File: src/swsfr_pkg.sv
package swsfr_pkg;

   // Window store geometry
   localparam int WIN_MAX = 16;
   localparam int SLOT_W  = $clog2(WIN_MAX);
   localparam int CNT_W   = $clog2(WIN_MAX + 1);

   // Field widths
   localparam int WLEN_W   = 5;
   localparam int SEQ_W    = 32;
   localparam int HANDLE_W = 16;
   localparam int MODE_W   = 2;
   localparam int DUP_W    = 3;

   // Stream widths, padded to whole bytes
   localparam int REQ_TDATA_W = 56;
   localparam int RSP_TDATA_W = 120;

   // Event kinds carried on req_tuser
   localparam logic [MODE_W-1:0] MODE_SEND    = 2'd0;
   localparam logic [MODE_W-1:0] MODE_ACK     = 2'd1;
   localparam logic [MODE_W-1:0] MODE_TIMEOUT = 2'd2;

   localparam logic [SEQ_W-1:0]  SEQ_RESET    = 32'd1;
   localparam logic [WLEN_W-1:0] WLEN_RESET   = 5'd4;
   localparam logic [DUP_W-1:0]  DUP_FAST     = 3'd4;
   localparam logic [DUP_W-1:0]  DUP_ONE      = 3'd1;

   typedef enum logic [1:0] {
      ST_IDLE = 2'b01,
      ST_EXEC = 2'b10
   } ctrl_state_type;

   typedef struct packed {
      logic capture;
      logic commit;
   } dp_cmd_type;

   typedef struct packed {
      logic [MODE_W-1:0]   mode;
      logic [HANDLE_W-1:0] payload_handle;
      logic [SEQ_W-1:0]    ack_number;
      logic                ack_checksum_ok;
   } req_item_type;

   // Most significant field first, so accepted lands in bit 0
   typedef struct packed {
      logic                window_full;
      logic [SEQ_W-1:0]    start_seq;
      logic                timer_start;
      logic [SEQ_W-1:0]    stop_seq;
      logic                timer_stop;
      logic [HANDLE_W-1:0] packet_ref;
      logic [SEQ_W-1:0]    packet_seq;
      logic                send_packet;
      logic                accepted;
   } rsp_item_type;

endpackage

File: src/sliding_window_sender_fast_retransmit.sv
// Cumulative-ACK sliding-window sender with fast retransmit. Each input
// transaction is one event: a send request, an ACK arrival or a timer expiry,
// selected by req_tuser. Every event yields exactly one result transaction
// that says whether a send was taken, which packet (if any) goes out to the
// network, which timer to stop and which to start, and the window-full flag.
// Events are handled one at a time: the capture step takes the event and
// reads the oldest stored payload handle from the window store, whose read
// port is registered; the commit step applies the update and loads the
// result register. A new event is taken while an earlier result still waits
// on rsp_tready, but its update waits until that result has left. The window
// length register may be written only while no event is in progress; values
// of zero act as one and values above sixteen act as sixteen.
module sliding_window_sender_fast_retransmit
   import swsfr_pkg::*;
(
   input  logic                   clock,
   input  logic                   reset,
   // Event channel
   input  logic                   req_tvalid,
   output logic                   req_tready,
   // [15:0] payload_handle, [47:16] ack_number, [48] ack_checksum_ok
   input  logic [REQ_TDATA_W-1:0] req_tdata,
   // [1:0] mode: send request, ACK arrival or timer expiry
   input  logic [MODE_W-1:0]      req_tuser,
   // Result channel
   output logic                   rsp_tvalid,
   input  logic                   rsp_tready,
   // [0] accepted, [1] send_packet, [33:2] packet_seq, [49:34] packet_ref,
   // [50] timer_stop, [82:51] stop_seq, [83] timer_start, [115:84] start_seq,
   // [116] window_full
   output logic [RSP_TDATA_W-1:0] rsp_tdata,
   // Window length register
   input  logic                   csr_wr_en,
   input  logic [WLEN_W-1:0]      csr_wr_data
);

   // Commands from the sequencer to the datapath: capture an event, commit it.
   dp_cmd_type cmd;

   swsfr_ctrl u_ctrl (
      .clock      (clock),
      .reset      (reset),
      .req_tvalid (req_tvalid),
      .req_tready (req_tready),
      .rsp_tvalid (rsp_tvalid),
      .rsp_tready (rsp_tready),
      .cmd        (cmd)
   );

   // The datapath holds the sequence numbers, the duplicate-ACK counter, the
   // window store and the result register.
   swsfr_dp u_dp (
      .clock       (clock),
      .reset       (reset),
      .cmd         (cmd),
      .req_tuser   (req_tuser),
      .req_tdata   (req_tdata),
      .rsp_tdata   (rsp_tdata),
      .csr_wr_en   (csr_wr_en),
      .csr_wr_data (csr_wr_data)
   );

endmodule

File: src/swsfr_ctrl.sv
module swsfr_ctrl
   import swsfr_pkg::*;
(
   input  logic       clock,
   input  logic       reset,
   input  logic       req_tvalid,
   output logic       req_tready,
   output logic       rsp_tvalid,
   input  logic       rsp_tready,
   output dp_cmd_type cmd
);

   ctrl_state_type state_ff, state_in;
   logic           rsp_valid_ff, rsp_valid_in;
   logic           out_free;

   assign out_free    = !rsp_valid_ff || rsp_tready;
   assign req_tready  = (state_ff == ST_IDLE);
   assign rsp_tvalid  = rsp_valid_ff;
   assign cmd.capture = req_tvalid && req_tready;
   assign cmd.commit  = (state_ff == ST_EXEC) && out_free;

   always_comb begin
      state_in = state_ff;
      unique case (state_ff)
         ST_IDLE: begin
            if (cmd.capture) begin
               state_in = ST_EXEC;
            end
         end
         ST_EXEC: begin
            if (out_free) begin
               state_in = ST_IDLE;
            end
         end
         default: state_in = ST_IDLE;
      endcase
   end

   always_comb begin
      rsp_valid_in = rsp_valid_ff;
      if (cmd.commit) begin
         rsp_valid_in = 1'b1;
      end else if (rsp_tready) begin
         rsp_valid_in = 1'b0;
      end
   end

   always_ff @(posedge clock) begin
      if (reset) begin
         state_ff     <= ST_IDLE;
         rsp_valid_ff <= 1'b0;
      end else begin
         state_ff     <= state_in;
         rsp_valid_ff <= rsp_valid_in;
      end
   end

endmodule

File: src/swsfr_dp.sv
module swsfr_dp
   import swsfr_pkg::*;
(
   input  logic                   clock,
   input  logic                   reset,
   input  dp_cmd_type             cmd,
   input  logic [MODE_W-1:0]      req_tuser,
   input  logic [REQ_TDATA_W-1:0] req_tdata,
   output logic [RSP_TDATA_W-1:0] rsp_tdata,
   input  logic                   csr_wr_en,
   input  logic [WLEN_W-1:0]      csr_wr_data
);

   localparam int CMP_W = (CNT_W > WLEN_W) ? CNT_W : WLEN_W;

   // Wraps a slot sum that is known to stay below twice the store depth.
   function automatic logic [SLOT_W-1:0] wrap_slot(input logic [CNT_W:0] sum);
      logic [CNT_W:0] lim;
      lim = (CNT_W + 1)'(WIN_MAX);
      if (sum >= lim) begin
         return SLOT_W'(sum - lim);
      end
      return SLOT_W'(sum);
   endfunction

   logic [HANDLE_W-1:0] store_mem [WIN_MAX];

   logic [WLEN_W-1:0]   window_length_ff;
   logic [SEQ_W-1:0]    base_seq_ff, base_seq_in;
   logic [SEQ_W-1:0]    next_seq_ff, next_seq_in;
   logic [CNT_W-1:0]    in_flight_ff, in_flight_in;
   logic [SLOT_W-1:0]   head_slot_ff, head_slot_in;
   logic [DUP_W-1:0]    dup_count_ff, dup_count_in;
   logic                full_flag_ff, full_flag_in;
   req_item_type        req_ff;
   logic [HANDLE_W-1:0] rd_data_ff;
   rsp_item_type        rsp_ff, rsp_in;

   logic                store_wr;
   logic [SLOT_W-1:0]   wr_slot;
   logic [CMP_W-1:0]    wlen_ext, win_max_c, eff_window;
   logic [SEQ_W-1:0]    ack_off;
   logic [CNT_W-1:0]    ack_off_lo;
   logic                ack_valid;
   logic [DUP_W-1:0]    dup_inc;
   logic [CNT_W-1:0]    left_after;

   assign rsp_tdata = {(RSP_TDATA_W - $bits(rsp_item_type))'(0), rsp_ff};

   assign wlen_ext   = CMP_W'(window_length_ff);
   assign win_max_c  = CMP_W'(WIN_MAX);
   assign eff_window = (wlen_ext == '0) ? CMP_W'(1) :
                       ((wlen_ext > win_max_c) ? win_max_c : wlen_ext);

   assign wr_slot    = wrap_slot((CNT_W + 1)'(head_slot_ff) + (CNT_W + 1)'(in_flight_ff));
   assign ack_off    = req_ff.ack_number - base_seq_ff;
   assign ack_off_lo = ack_off[CNT_W-1:0];
   assign ack_valid  = (in_flight_ff != '0) && req_ff.ack_checksum_ok &&
                       (ack_off[SEQ_W-1:CNT_W] == '0) && (ack_off_lo <= in_flight_ff);
   assign dup_inc    = dup_count_ff + DUP_ONE;
   assign left_after = in_flight_ff - ack_off_lo;

   always_comb begin
      base_seq_in  = base_seq_ff;
      next_seq_in  = next_seq_ff;
      in_flight_in = in_flight_ff;
      head_slot_in = head_slot_ff;
      dup_count_in = dup_count_ff;
      full_flag_in = full_flag_ff;
      store_wr     = 1'b0;
      rsp_in       = '0;

      unique case (req_ff.mode)
         MODE_SEND: begin
            if (CMP_W'(in_flight_ff) < eff_window) begin
               full_flag_in       = 1'b0;
               store_wr           = 1'b1;
               rsp_in.accepted    = 1'b1;
               rsp_in.send_packet = 1'b1;
               rsp_in.packet_seq  = next_seq_ff;
               rsp_in.packet_ref  = req_ff.payload_handle;
               if (in_flight_ff == '0) begin
                  rsp_in.timer_start = 1'b1;
                  rsp_in.start_seq   = next_seq_ff;
               end
               in_flight_in = in_flight_ff + CNT_W'(1);
               next_seq_in  = next_seq_ff + SEQ_W'(1);
            end else begin
               full_flag_in = 1'b1;
            end
         end
         MODE_ACK: begin
            if (ack_valid) begin
               if (ack_off_lo == '0) begin
                  dup_count_in = dup_inc;
                  if (dup_inc == DUP_FAST) begin
                     // Fourth ACK on the same base: fast retransmit
                     rsp_in.timer_stop  = 1'b1;
                     rsp_in.stop_seq    = base_seq_ff;
                     rsp_in.send_packet = 1'b1;
                     rsp_in.packet_seq  = base_seq_ff;
                     rsp_in.packet_ref  = rd_data_ff;
                     rsp_in.timer_start = 1'b1;
                     rsp_in.start_seq   = base_seq_ff;
                     dup_count_in       = '0;
                  end
               end else begin
                  dup_count_in = DUP_ONE;
               end
               if (dup_count_in == DUP_ONE) begin
                  rsp_in.timer_stop = 1'b1;
                  rsp_in.stop_seq   = base_seq_ff;
                  base_seq_in       = req_ff.ack_number;
                  head_slot_in      = wrap_slot((CNT_W + 1)'(head_slot_ff) +
                                                (CNT_W + 1)'(ack_off_lo));
                  in_flight_in      = left_after;
                  if (left_after != '0) begin
                     rsp_in.timer_start = 1'b1;
                     rsp_in.start_seq   = req_ff.ack_number;
                  end
               end
            end
         end
         MODE_TIMEOUT: begin
            if (in_flight_ff != '0) begin
               rsp_in.timer_stop  = 1'b1;
               rsp_in.stop_seq    = base_seq_ff;
               rsp_in.timer_start = 1'b1;
               rsp_in.start_seq   = base_seq_ff;
               rsp_in.send_packet = 1'b1;
               rsp_in.packet_seq  = base_seq_ff;
               rsp_in.packet_ref  = rd_data_ff;
            end
         end
         default: begin
         end
      endcase

      rsp_in.window_full = full_flag_in;
   end

   // Handle store: read the head slot on capture, write on commit of a send
   always_ff @(posedge clock) begin
      if (cmd.capture) begin
         rd_data_ff <= store_mem[head_slot_ff];
      end
      if (cmd.commit && store_wr) begin
         store_mem[wr_slot] <= req_ff.payload_handle;
      end
   end

   always_ff @(posedge clock) begin
      if (cmd.capture) begin
         req_ff.mode            <= req_tuser;
         req_ff.payload_handle  <= req_tdata[15:0];
         req_ff.ack_number      <= req_tdata[47:16];
         req_ff.ack_checksum_ok <= req_tdata[48];
      end
      if (cmd.commit) begin
         rsp_ff <= rsp_in;
      end
   end

   always_ff @(posedge clock) begin
      if (reset) begin
         window_length_ff <= WLEN_RESET;
         base_seq_ff      <= SEQ_RESET;
         next_seq_ff      <= SEQ_RESET;
         in_flight_ff     <= '0;
         head_slot_ff     <= '0;
         dup_count_ff     <= '0;
         full_flag_ff     <= 1'b0;
      end else begin
         if (csr_wr_en) begin
            window_length_ff <= csr_wr_data;
         end
         if (cmd.commit) begin
            base_seq_ff  <= base_seq_in;
            next_seq_ff  <= next_seq_in;
            in_flight_ff <= in_flight_in;
            head_slot_ff <= head_slot_in;
            dup_count_ff <= dup_count_in;
            full_flag_ff <= full_flag_in;
         end
      end
   end

endmodule

File: config.mk
export PLATFORM = sky130hd
export DESIGN_NAME = sliding_window_sender_fast_retransmit
export DESIGN_NICKNAME = d
export VERILOG_FILES = /design/src/swsfr_pkg.sv /design/src/sliding_window_sender_fast_retransmit.sv /design/src/swsfr_ctrl.sv /design/src/swsfr_dp.sv
export SDC_FILE = /design/constraint.sdc
export NUM_CORES = 1
export LEC_CHECK = 0
export BUFFER_PORTS_ARGS = -buffer_cell sky130_fd_sc_hd__buf_2
export CAP_MARGIN = 15
export CORE_MARGIN = 2
export CORE_UTILIZATION = 42
export DETAILED_ROUTE_END_ITERATION = 10
export PLACE_DENSITY = 0.71
export SETUP_SLACK_MARGIN = 0.3
export SLEW_MARGIN = 20
export SYNTH_ARGS = -nofsm -noshare
export SYNTH_HDL_FRONTEND = slang
export SYNTH_SLANG_ARGS = --single-unit
File: constraint.sdc
create_clock -name clock -period 5.6 [get_ports clock]
set_clock_uncertainty 0.15 [all_clocks]
set_input_delay 0.56 -clock clock [delete_from_list [all_inputs] [get_ports clock]]
set_output_delay 0.56 -clock clock [all_outputs]
set_load 0.02 [all_outputs]
==> impl_metrics.py, run 1 <==
metrics = {
    "global_route": {
        "antenna_found_initial": 0,
        "grt_overflow": 0,
        "grtUsageTotal_pct": 23.0,
        "grt_pass1_vias": 16700,
        "grt_max_degree": 71,
        "grt_first_pass_wirelength_mm": 104,
    },
    "synth": {
        "syn_inst": 1844,
        "synth_adder_area_share_pct": 3.17,
        "synth-edff-count": 440,
        "synth.cell_area_um2": 24200,
        "synth_seq_cells": 525,
        "synthMuxAreaShare_pct": 9.38,
        "synth_compound_area_share_pct": 11.9,
        "ys_seq_area_share_pct": 61.5,
        "syn_avg_cell_area_um2": 13.1,
        "ys_warn_count": 0,
        "ys_types": 79,
        "synthFlopType": "edfxtp_1",
        "synthSimpleGateAreaFrac_pct": 9.43,
        "synth-async-reset-ratio_pct": 0,
        "synth_top_family_by_area": "compound AO/OA/AOI/OAI gates",
        "synth-xor-area-share_pct": 1.48,
    },
    "power_and_ir_drop": {
        "p_sw_uw": 1960,
        "peakVddDrop_mv": 0.397,
        "power_per_cell_area_nw_per_um2": 303,
        "seqPwrFrac_pct": 50.6,
        "p_leak_uw": 0.00986,
        "power.internal_uw": 6630,
        "clockPowerShare_pct": 43.4,
        "netSwitchingFraction_pct": 22.9,
        "p_comb_share_pct": 5.9,
    },
    "placed_design": {
        "place_area_um2": 26000,
        "dp.cells": 2714,
        "dp_slack_ns": 0.768,
        "hpwl_mm": 44.3,
        "routabilityCongestion": 0.912,
        "numPortBuffers": 179,
    },
    "layout": {
        "areaGrowthSynthToFinish_pct": 17.0,
        "final_util_pct": 49.5,
        "fin_cells": 2866,
        "final_cell_area_um2": 28400,
        "diodes": 0,
        "fill_cells": 4850,
        "drive_gt1_share_pct": 20.1,
        "nets": 2182,
    },
    "timing": {
        "fin_crit_ns": 4.99,
        "tns_ns": 0,
        "fmax_mhz": 201,
        "tightest_slew_ns": 1.02,
        "timing.final.ws_setup_ns": 0.612,
        "slew_violations": 0,
        "finalHoldViolCount": 0,
        "setup_violations": 0,
        "max_slew_margin_pct": 32.2,
        "finalCritPeriodShare_pct": 89.1,
        "rsz0062_at_grt": "false",
    },
    "clock_network": {
        "cts_buffers": 54,
        "htree_levels": 2,
        "cts_tree": "built",
        "cts_setup_buffers": 0,
        "clock-sinks": 525,
        "insertion_delay_ns": 0.63,
        "ctsLongestPathBuffers": 3,
        "clockRootBuffer": "clkbuf_16",
        "clk_pin_slew_ns": 0.07,
    },
    "critical_path": {
        "cp_max_fo": 46,
        "endpoint_kind": "flip-flop",
        "crit_arrival_ns": 5.26,
        "crit_required_ns": 5.88,
        "startpoint_type": "flip-flop",
        "criticalPathCategory": "flip-flop to flip-flop",
    },
    "detailed_routing": {
        "viasPerCell": 5.94,
        "drt-total-wl_mm": 68.4,
        "vias": 17000,
        "drtAntennaViolNets": 0,
        "first_pass_iters": 6,
        "post-route-drc-count": 0,
        "drt_iter0_markers": 1971,
        "wl_per_cell_um": 23.9,
    },
    "floorplanning": {
        "rows": 88,
        "io_pins": 190,
        "start_util_pct": 42.3,
        "die_y_um": 244,
        "die_area_um2": 59700,
        "core_um2": 57400,
        "die_w_um": 244,
    },
    "hold_path": {
        "hold_path.class": "input port to flip-flop",
    },
    "status": {
        "status": "completed",
    },
    "job": {
        "maxCapViolCount": 0,
    },
}
==> logic make-up after synthesis <==
family                   Yosys count
AND/OR/NAND/NOR                  473
XOR/XNOR                          41
buffers and inverters            179
AO/OA/AOI/OAI                    439
multiplexers                     127
flip-flops                       525
adder cells (fa/ha/maj)           59
other                              1
==> final timing paths <==
kind                                           start                   end  slack, ns  cells past startpoint
worst min-delay path                   req_tdata[18]        u_dp.req_ff[3]      0.005                      1
worst max register to register   u_dp.base_seq_ff[0]    u_dp.rsp_tdata[80]       0.61                     13
worst min register to register  u_dp.dup_count_ff[1]  u_dp.dup_count_ff[1]       0.35                      2
worst max-delay path             u_dp.base_seq_ff[0]    u_dp.rsp_tdata[80]       0.61                     13
==> synth_stat cells (all sizes together) (6+ instances only) <==
master / n / share of area [%]
nor3: 55 / 1.1
a311oi: 6 / 0.22
a21oi: 185 / 3.9
nand2: 168 / 2.6
o21ai: 38 / 0.78
o21a: 12 / 0.37
a22oi: 32 / 0.99
a22o: 32 / 1.2
and2: 6 / 0.15
mux4: 80 / 7.4
o31ai: 33 / 1.1
o211ai: 7 / 0.22
nand4: 63 / 1.7
edfxtp: 440 / 55
xnor2: 11 / 0.40
mux2i: 45 / 1.9
and3: 10 / 0.26
ha: 55 / 2.8
nand3: 20 / 0.41
inv: 54 / 0.84
or3: 11 / 0.28
a211oi: 19 / 0.59
dfxtp: 85 / 7.0
nor2: 87 / 1.3
xor2: 30 / 1.1
nor2b: 7 / 0.18
a21o: 22 / 0.68
nand2b: 15 / 0.39
buf: 34 / 0.82
clkbuf: 88 / 1.4
nor4: 7 / 0.21
==> routing by layer <==
metal	GRT usage [%]	share of wire (%)	vias to the layer above
li1	-	-	7586
met1	28.7	38	8385
met2	39.7	50	885
met3	3.23	7.6	168
met4	10.3	4.7	0
met5	0	0	-
==> cell type report <==
| class | instances | area (um2) | area share [%] |
|---|---|---|---|
| Tap cell | 765 | 957 | 3.37 |
| Multi-Input combinational cell | 1142 | 8660 | 30.5 |
| Inverter | 57 | 216 | 0.763 |
| Sequential cell | 525 | 14900 | 52.6 |
| Clock inverter | 40 | 467 | 1.65 |
| Clock buffer | 62 | 1390 | 4.90 |
| Timing Repair Buffer | 275 | 1750 | 6.18 |
==> stage by stage <==
step	hold WS, ns	power (uW)
6_report	0.00538	8590
4_1_cts	0.00731	8650
2_1_floorplan	0.308	4720
3_5_place_dp	0.333	4910
3_3_place_gp	0.319	4890
5_1_grt	0.00157	8860
==> registers in the layout (all words and copies together) (netlist names) <==
signal,count
u_dp.full_flag_ff,1
u_dp.rsp_tdata,117
u_dp.base_seq_ff,32
u_dp.req_ff,51
u_dp.in_flight_ff,5
u_dp.store_mem,256
u_dp.rd_data_ff,16
u_ctrl.state_ff,2
u_dp.window_length_ff,5
u_dp.head_slot_ff,4
u_ctrl.rsp_tvalid,1
u_dp.dup_count_ff,3
u_dp.next_seq_ff,32
==> repair_timing <==
action                                 CTS  global route
endpoints found under the hold margin   50             0
hold buffers                            50             0
gates resized for setup                  0             0
==> critical path, cell delays in order (launching register included) <==
cell	delay (ns)
dfxtp_1	0.41
ha_1	0.26
fa_1	0.41
nor2b_1	0.22
o31ai_1	0.16
a2111oi_1	0.73
nor3_1	0.25
o41ai_1	0.43
xor2_1	0.17
a311oi_4	0.33
buf_4	0.55
nand4_1	0.17
buf_4	0.30
a21oi_1	0.21
==> cells in the final DEF (no fill, tap or decap), types with 29 or more instances in the layout <==
cell type and n:
edfxtp_1 440, a21oi_1 180, buf_2 179, nand2_1 166, nor2_1 85, dfxtp_1 83, mux4_2 80, nand4_1 62
ha_1 54, clkbuf_16 54, inv_1 53, nor3_1 51, dlygate4sd3_1 50, mux2i_1 45, buf_4 45, a22oi_1 32
a22o_1 32, xor2_1 30, o31ai_1 29
==> power groups by stage <==
stage | Clock [uW] | Combinational, uW | Sequential, uW
5_1_grt | 3950 | 555 | 4350
3_5_place_dp | 0 | 474 | 4430
3_3_place_gp | 0 | 466 | 4430
2_1_floorplan | 0 | 311 | 4410
4_1_cts | 3800 | 503 | 4350
6_report | 3730 | 509 | 4350
Power figures use the tool's default switching activity.
==> inputs of run 2 (changes only) <==
- CORE_UTILIZATION: 42 -> 54
- CTS_CLUSTER_DIAMETER: unset -> 80
- PLACE_DENSITY: 0.71 -> 0.86
==> impl_metrics.py, run 2 (same netlist as run 1, synthesis figures left out) <==
metrics = {
    "detailed_routing": {
        "vias": 17600,
        "drt_iter0_markers": 2336,
        "drtAntennaViolNets": 0,
        "drt-total-wl_mm": 71.2,
        "wl_per_cell_um": 26.5,
        "first_pass_iters": 5,
        "post-route-drc-count": 0,
        "viasPerCell": 6.57,
    },
    "global_route": {
        "grt_pass1_vias": 17200,
        "grt_first_pass_wirelength_mm": 106,
        "grt_overflow": 0,
        "grt_max_degree": 80,
        "grtUsageTotal_pct": 30.3,
        "antenna_found_initial": 0,
    },
    "layout": {
        "drive_gt1_share_pct": 20.4,
        "final_util_pct": 63.4,
        "fill_cells": 3157,
        "nets": 2178,
        "largest_register": "u_dp.store_mem",
        "diodes": 0,
        "final_common_cell": "edfxtp_1",
        "largest_reg_flops": 256,
        "areaGrowthSynthToFinish_pct": 15.7,
        "final_cell_mix": "440 x edfxtp_1, 180 x a21oi_1, 179 x buf_2, 166 x nand2_1, 85 x nor2_1",
    },
    "placed_design": {
        "hpwl_mm": 43.7,
        "routabilityCongestion": 0.961,
        "numPortBuffers": 179,
    },
    "critical_path": {
        "crit_chain": "ha_1, fa_1, nor2b_1, o21a_1, or3_1, nand2_1, ha_1, o21a_1, a21oi_1, a21oi_1, nand4_1, or4_1, nor4_4, buf_6, nand4_2, buf_12, mux2i_1",
        "crit_required_ns": 5.98,
        "crit_arrival_ns": 5.46,
        "startpoint_type": "flip-flop",
        "criticalPathCategory": "flip-flop to flip-flop",
        "regToRegSetupSlack_ns": 0.51,
        "endpoint_kind": "flip-flop",
        "cp_max_fo": 46,
        "cpPeakStageDelay_ns": 0.49,
        "reg2regPathDepth": 17,
        "r2r-end": "u_dp.base_seq_ff[18]",
        "r2r_start": "u_dp.base_seq_ff[0]",
        "cpMaxStageDelayCell": "or4_1",
    },
    "floorplanning": {
        "rows": 77,
        "core_um2": 44200,
        "die_area_um2": 46600,
        "io_pins": 190,
        "start_util_pct": 54.8,
        "die_y_um": 216,
        "die_w_um": 216,
    },
    "power_and_ir_drop": {
        "netSwitchingFraction_pct": 23.5,
        "p_comb_share_pct": 6.2,
        "totalPowerFinal_uw": 8420,
        "power.internal_uw": 6440,
        "p_sw_uw": 1980,
        "p_leak_uw": 0.00978,
        "clockPowerShare_pct": 42.2,
        "power_per_cell_area_nw_per_um2": 300,
        "peakVddDrop_mv": 0.309,
        "seqPwrFrac_pct": 51.6,
    },
    "hold_path": {
        "hold_path.class": "input port to flip-flop",
        "min_from": "req_tdata[17]",
        "hold_end": "u_dp.req_ff[2]",
        "holdPathStages": 1,
    },
    "job": {
        "maxCapViolCount": 0,
    },
    "clock_network": {
        "cts_buffers": 51,
        "clk_pin_slew_ns": 0.07,
        "htree_levels": 2,
        "insertion_delay_ns": 0.62,
        "cts_tree": "built",
        "clock-sinks": 525,
        "ctsLongestPathBuffers": 3,
        "clockRootBuffer": "clkbuf_16",
    },
    "timing": {
        "tns_ns": 0,
        "slew_violations": 0,
        "tightest_slew_ns": 1.13,
        "fmax_mhz": 196,
        "max_slew_margin_pct": 24.4,
        "fin_crit_ns": 5.09,
        "rsz0062_at_grt": "false",
        "finalCritPeriodShare_pct": 90.9,
        "setup_violations": 0,
        "finalHoldViolCount": 0,
    },
    "status": {
        "status": "completed",
    },
}
run 2: per-layer routing:
metal / wire (um) / global-route usage, %
met1: 24800 / 37.1
met2: 35400 / 51.1
met3: 6870 / 5.34
met4: 4170 / 16.9
met5: 0 / 0
run 2: area by class of cell:
class	count	area [um2]	share of cell area, %
clock buffers	60	1310	4.67
flip-flops and latches	525	14900	53.2
inverters	57	216	0.772
clock inverters	35	424	1.51
repair buffers	274	1740	6.21
well taps	592	741	2.64
multi-input cells	1142	8690	31.0
run 2: worst max path at each step:
stage,start,endpoint,slack (ns),depth (start not counted)
after CTS,u_dp.req_ff[22],u_dp.base_seq_ff[27],0.34,13
final,u_dp.base_seq_ff[0],u_dp.base_seq_ff[18],0.51,17
after global placement,u_dp.req_ff[22],u_dp.base_seq_ff[19],0.51,13
after floorplan,rsp_tready,u_dp.store_mem[4][0],1.26,7
after global routing,u_dp.req_ff[1],u_dp.base_seq_ff[18],0.35,18
after detailed placement,u_dp.req_ff[22],u_dp.base_seq_ff[27],0.38,13
run 2: power by group through the flow:
stage,Combinational [uW],Clock (uW),Sequential (uW)
after floorplan,311,0,4410
after global routing,555,3700,4350
after global placement,462,0,4420
final,521,3550,4350
after CTS,505,3560,4340
after detailed placement,474,0,4430
run 2: critical path: cells and delay by family, from the launching register on:
kind / cells / cell delay, ns
mux: 1 / 0.25
buf+inv: 2 / 0.74
compound gates: 4 / 0.62
flops: 1 / 0.41
simple gates: 7 / 1.77
fa+ha+maj: 3 / 1.00
run 2: through the flow:
step | cells | hold slack, ns | instance area (um2) | setup slack (ns)
global route | 2685 | 0.00677 | 28000 | 0.347
detailed placement | 2543 | 0.337 | 25800 | 0.378
finish | 2685 | 0.0175 | 28000 | 0.511
CTS | 2685 | 0.00303 | 28000 | 0.337
global placement | 2543 | 0.316 | 25800 | 0.505
floorplan | 1846 | 0.308 | 24200 | 1.26
run 2: what timing repair did:
action / 4_1_cts / 5_1_grt
buffers inserted: 0 / 0
hold buffers: 47 / 0
hold endpoints to repair: 47 / 0
gates resized for setup: 0 / 4
setup endpoints to repair: 0 / 75
==> inputs of run 3 (changes only) <==
- RECOVER_POWER: unset -> 25
- SYNTH_HIERARCHICAL: unset -> 1
==> impl_metrics.py, run 3 <==
metrics = {
    "status": {
        "status": "finished, violations left",
        "violations": "capacitance limit, slew limit",
    },
    "timing": {
        "setup_violations": 0,
        "rsz0062_at_grt": "false",
        "tightest_slew_ns": 2.61,
        "finalHoldViolCount": 0,
        "fin_crit_ns": 4.99,
        "whs_ns": 0.0646,
        "slew_violations": 53,
        "fmax_mhz": 200,
        "finalCritPeriodShare_pct": 89.2,
        "max_slew_margin_pct": -74.2,
        "timing.final.ws_setup_ns": 0.605,
        "tns_ns": 0,
    },
    "power_and_ir_drop": {
        "clockPowerShare_pct": 42.7,
        "peakVddDrop_mv": 0.441,
        "seqPwrFrac_pct": 51.6,
        "p_leak_uw": 0.00963,
        "totalPowerFinal_uw": 8390,
        "power_per_cell_area_nw_per_um2": 302,
        "p_comb_share_pct": 5.6,
        "power.internal_uw": 6530,
        "netSwitchingFraction_pct": 22.2,
        "p_sw_uw": 1860,
    },
    "clock_network": {
        "clock-sinks": 525,
        "cts_buffers": 52,
        "cts_tree": "built",
        "htree_levels": 2,
        "clk_pin_slew_ns": 0.06,
        "insertion_delay_ns": 0.62,
        "ctsLongestPathBuffers": 3,
        "clockRootBuffer": "clkbuf_16",
    },
    "floorplanning": {
        "core_um2": 43900,
        "io_pins": 190,
        "die_w_um": 214,
        "die_area_um2": 46000,
        "rows": 77,
        "die_y_um": 214,
        "start_util_pct": 54.4,
    },
    "layout": {
        "final_cell_area_um2": 27800,
        "largest_register": "u_dp/store_mem",
        "nets": 2071,
        "diodes": 0,
        "areaGrowthSynthToFinish_pct": 16.1,
        "drive_gt1_share_pct": 22.2,
        "final_common_cell": "edfxtp_1",
        "final_cell_mix": "440 x edfxtp_1, 168 x buf_2, 160 x nand2_1, 90 x a21oi_1, 82 x dfxtp_1",
        "largest_reg_flops": 256,
    },
    "synth": {
        "synth-edff-count": 440,
        "synth.cell_area_um2": 23900,
        "synth.top_cell.area_share_pct": 55.3,
        "ys_warn_count": 6,
        "ys_seq_area_share_pct": 62.4,
        "syn_inst": 1727,
        "synth_top_area_cell": "edfxtp_1",
        "synth.most_common_cell": "edfxtp_1",
        "synth_common_cells": "440 x edfxtp_1, 161 x nand2_1, 90 x a21oi_1",
        "synth-async-reset-ratio_pct": 0,
        "synth.area.top_cells": "edfxtp_1 55%, mux4_2 7.5%, dfxtp_1 7.1%",
        "syn_avg_cell_area_um2": 13.8,
        "synthFlopType": "edfxtp_1",
        "ys_types": 82,
        "synth_seq_cells": 525,
    },
    "detailed_routing": {
        "post-route-drc-count": 0,
        "drt_iter0_markers": 1660,
        "drtAntennaViolNets": 0,
        "drt-total-wl_mm": 62.8,
        "first_pass_iters": 5,
        "wl_per_cell_um": 24.3,
        "vias": 16100,
        "viasPerCell": 6.25,
    },
    "critical_path": {
        "startpoint_type": "flip-flop",
        "cpPeakStageDelay_ns": 0.48,
        "cp_max_fo": 33,
        "crit_required_ns": 5.84,
        "endpoint_kind": "flip-flop",
        "crit_arrival_ns": 5.24,
        "criticalPathCategory": "flip-flop to flip-flop",
        "cpMaxStageDelayCell": "or4_4",
        "crit_chain": "inv_1, ha_1, fa_1, nand2b_1, nand2b_1, a21oi_1, xor2_1, ha_1, o21ai_0, a21oi_1, o22ai_1, a2111oi_1, nand4_1, or4_4, nor4_4, nand2_2, buf_6, o31ai_1",
        "path_buf_inv": 2,
        "cp_top_family": "simple AND/OR/NAND/NOR gates",
    },
    "placed_design": {
        "hpwl_mm": 38.3,
        "numPortBuffers": 179,
        "dp_slack_ns": 0.462,
        "routabilityCongestion": 0.945,
        "place_area_um2": 25400,
    },
    "global_route": {
        "grt_first_pass_wirelength_mm": 94.8,
        "grt_pass1_vias": 16100,
        "grtUsageTotal_pct": 27.0,
        "grt_overflow": 0,
        "grt_max_degree": 84,
        "antenna_found_initial": 0,
    },
    "job": {
        "maxCapViolCount": 1,
    },
    "hold_path": {
        "hold_path.class": "input port to flip-flop",
    },
}
## run 3: metal layers
layer / up-vias / routed length (um) / GRT usage [%]
met4: 0 / 2500 / 11.1
met3: 163 / 4140 / 3.36
met5: - / 0 / 0
met2: 817 / 32500 / 48.2
li1: 7128 / - / -
met1: 8009 / 23600 / 33.2
## run 3: kinds of logic (layout without fill, tap and decap cells)
kind of cell    count (synthesis)  after routing  synth area share [%]
mux                           158            158                  11.0
simple gates                  396            396                  8.01
fa+ha+maj                      59             59                  3.21
compound gates                375            375                  10.7
flops                         525            525                  62.4
other cells                     1              3                0.0157
buf+inv                       165            424                  2.93
xor+xnor                       48             48                  1.76
## run 3: power groups by stage
stage / Sequential [uW] / Combinational (uW) / Clock, uW
5_1_grt: 4340 / 514 / 3770
3_3_place_gp: 4410 / 426 / 0
3_5_place_dp: 4410 / 439 / 0
6_report: 4330 / 473 / 3590
4_1_cts: 4330 / 469 / 3640
2_1_floorplan: 4400 / 303 / 0
## run 3: through the flow
stage	util [%]	cells
after floorplan	-	1729
after global placement	57.8	2424
after detailed placement	57.8	2424
after CTS	63.0	2570
after global routing	63.2	2580
final	63.2	2580
## run 3: final cells by class
cell class / count / area [um2]
fill: 3226 / 16200
sequential: 525 / 14900
multi-input combinational: 1039 / 8420
timing repair buffer: 266 / 1680
clock buffer: 71 / 1430
tap: 592 / 741
clock inverter: 27 / 334
inverter: 60 / 226
## run 3: worst register-to-register path, cell delays in order (launching register included)
cell	delay, ns
edfxtp_1	0.37
inv_1	0.05
ha_1	0.23
fa_1	0.41
nand2b_1	0.21
nand2b_1	0.09
a21oi_1	0.08
xor2_1	0.18
ha_1	0.32
o21ai_0	0.10
a21oi_1	0.21
o22ai_1	0.12
a2111oi_1	0.35
nand4_1	0.19
or4_4	0.48
nor4_4	0.31
nand2_2	0.30
buf_6	0.31
o31ai_1	0.35
## run 3: what timing repair did
item,in CTS,in global routing
setup endpoints to repair,0,94
buffers inserted,0,10
hold buffers,48,0
resized for setup,0,2
hold endpoints to repair,48,0
## run 3: path summary, 6_finish.rpt
kind                                      startpoint                  endpoint  slack, ns  cells past startpoint
worst max-delay path                  u_dp/req_ff[1]         u_dp/rsp_tdata[8]       0.61                     18
worst min-delay path                  csr_wr_data[2]  u_dp/window_length_ff[2]       0.06                      3
worst max register to register        u_dp/req_ff[1]         u_dp/rsp_tdata[8]       0.61                     18
worst min register to register  u_dp/dup_count_ff[1]      u_dp/dup_count_ff[1]       0.35                      2
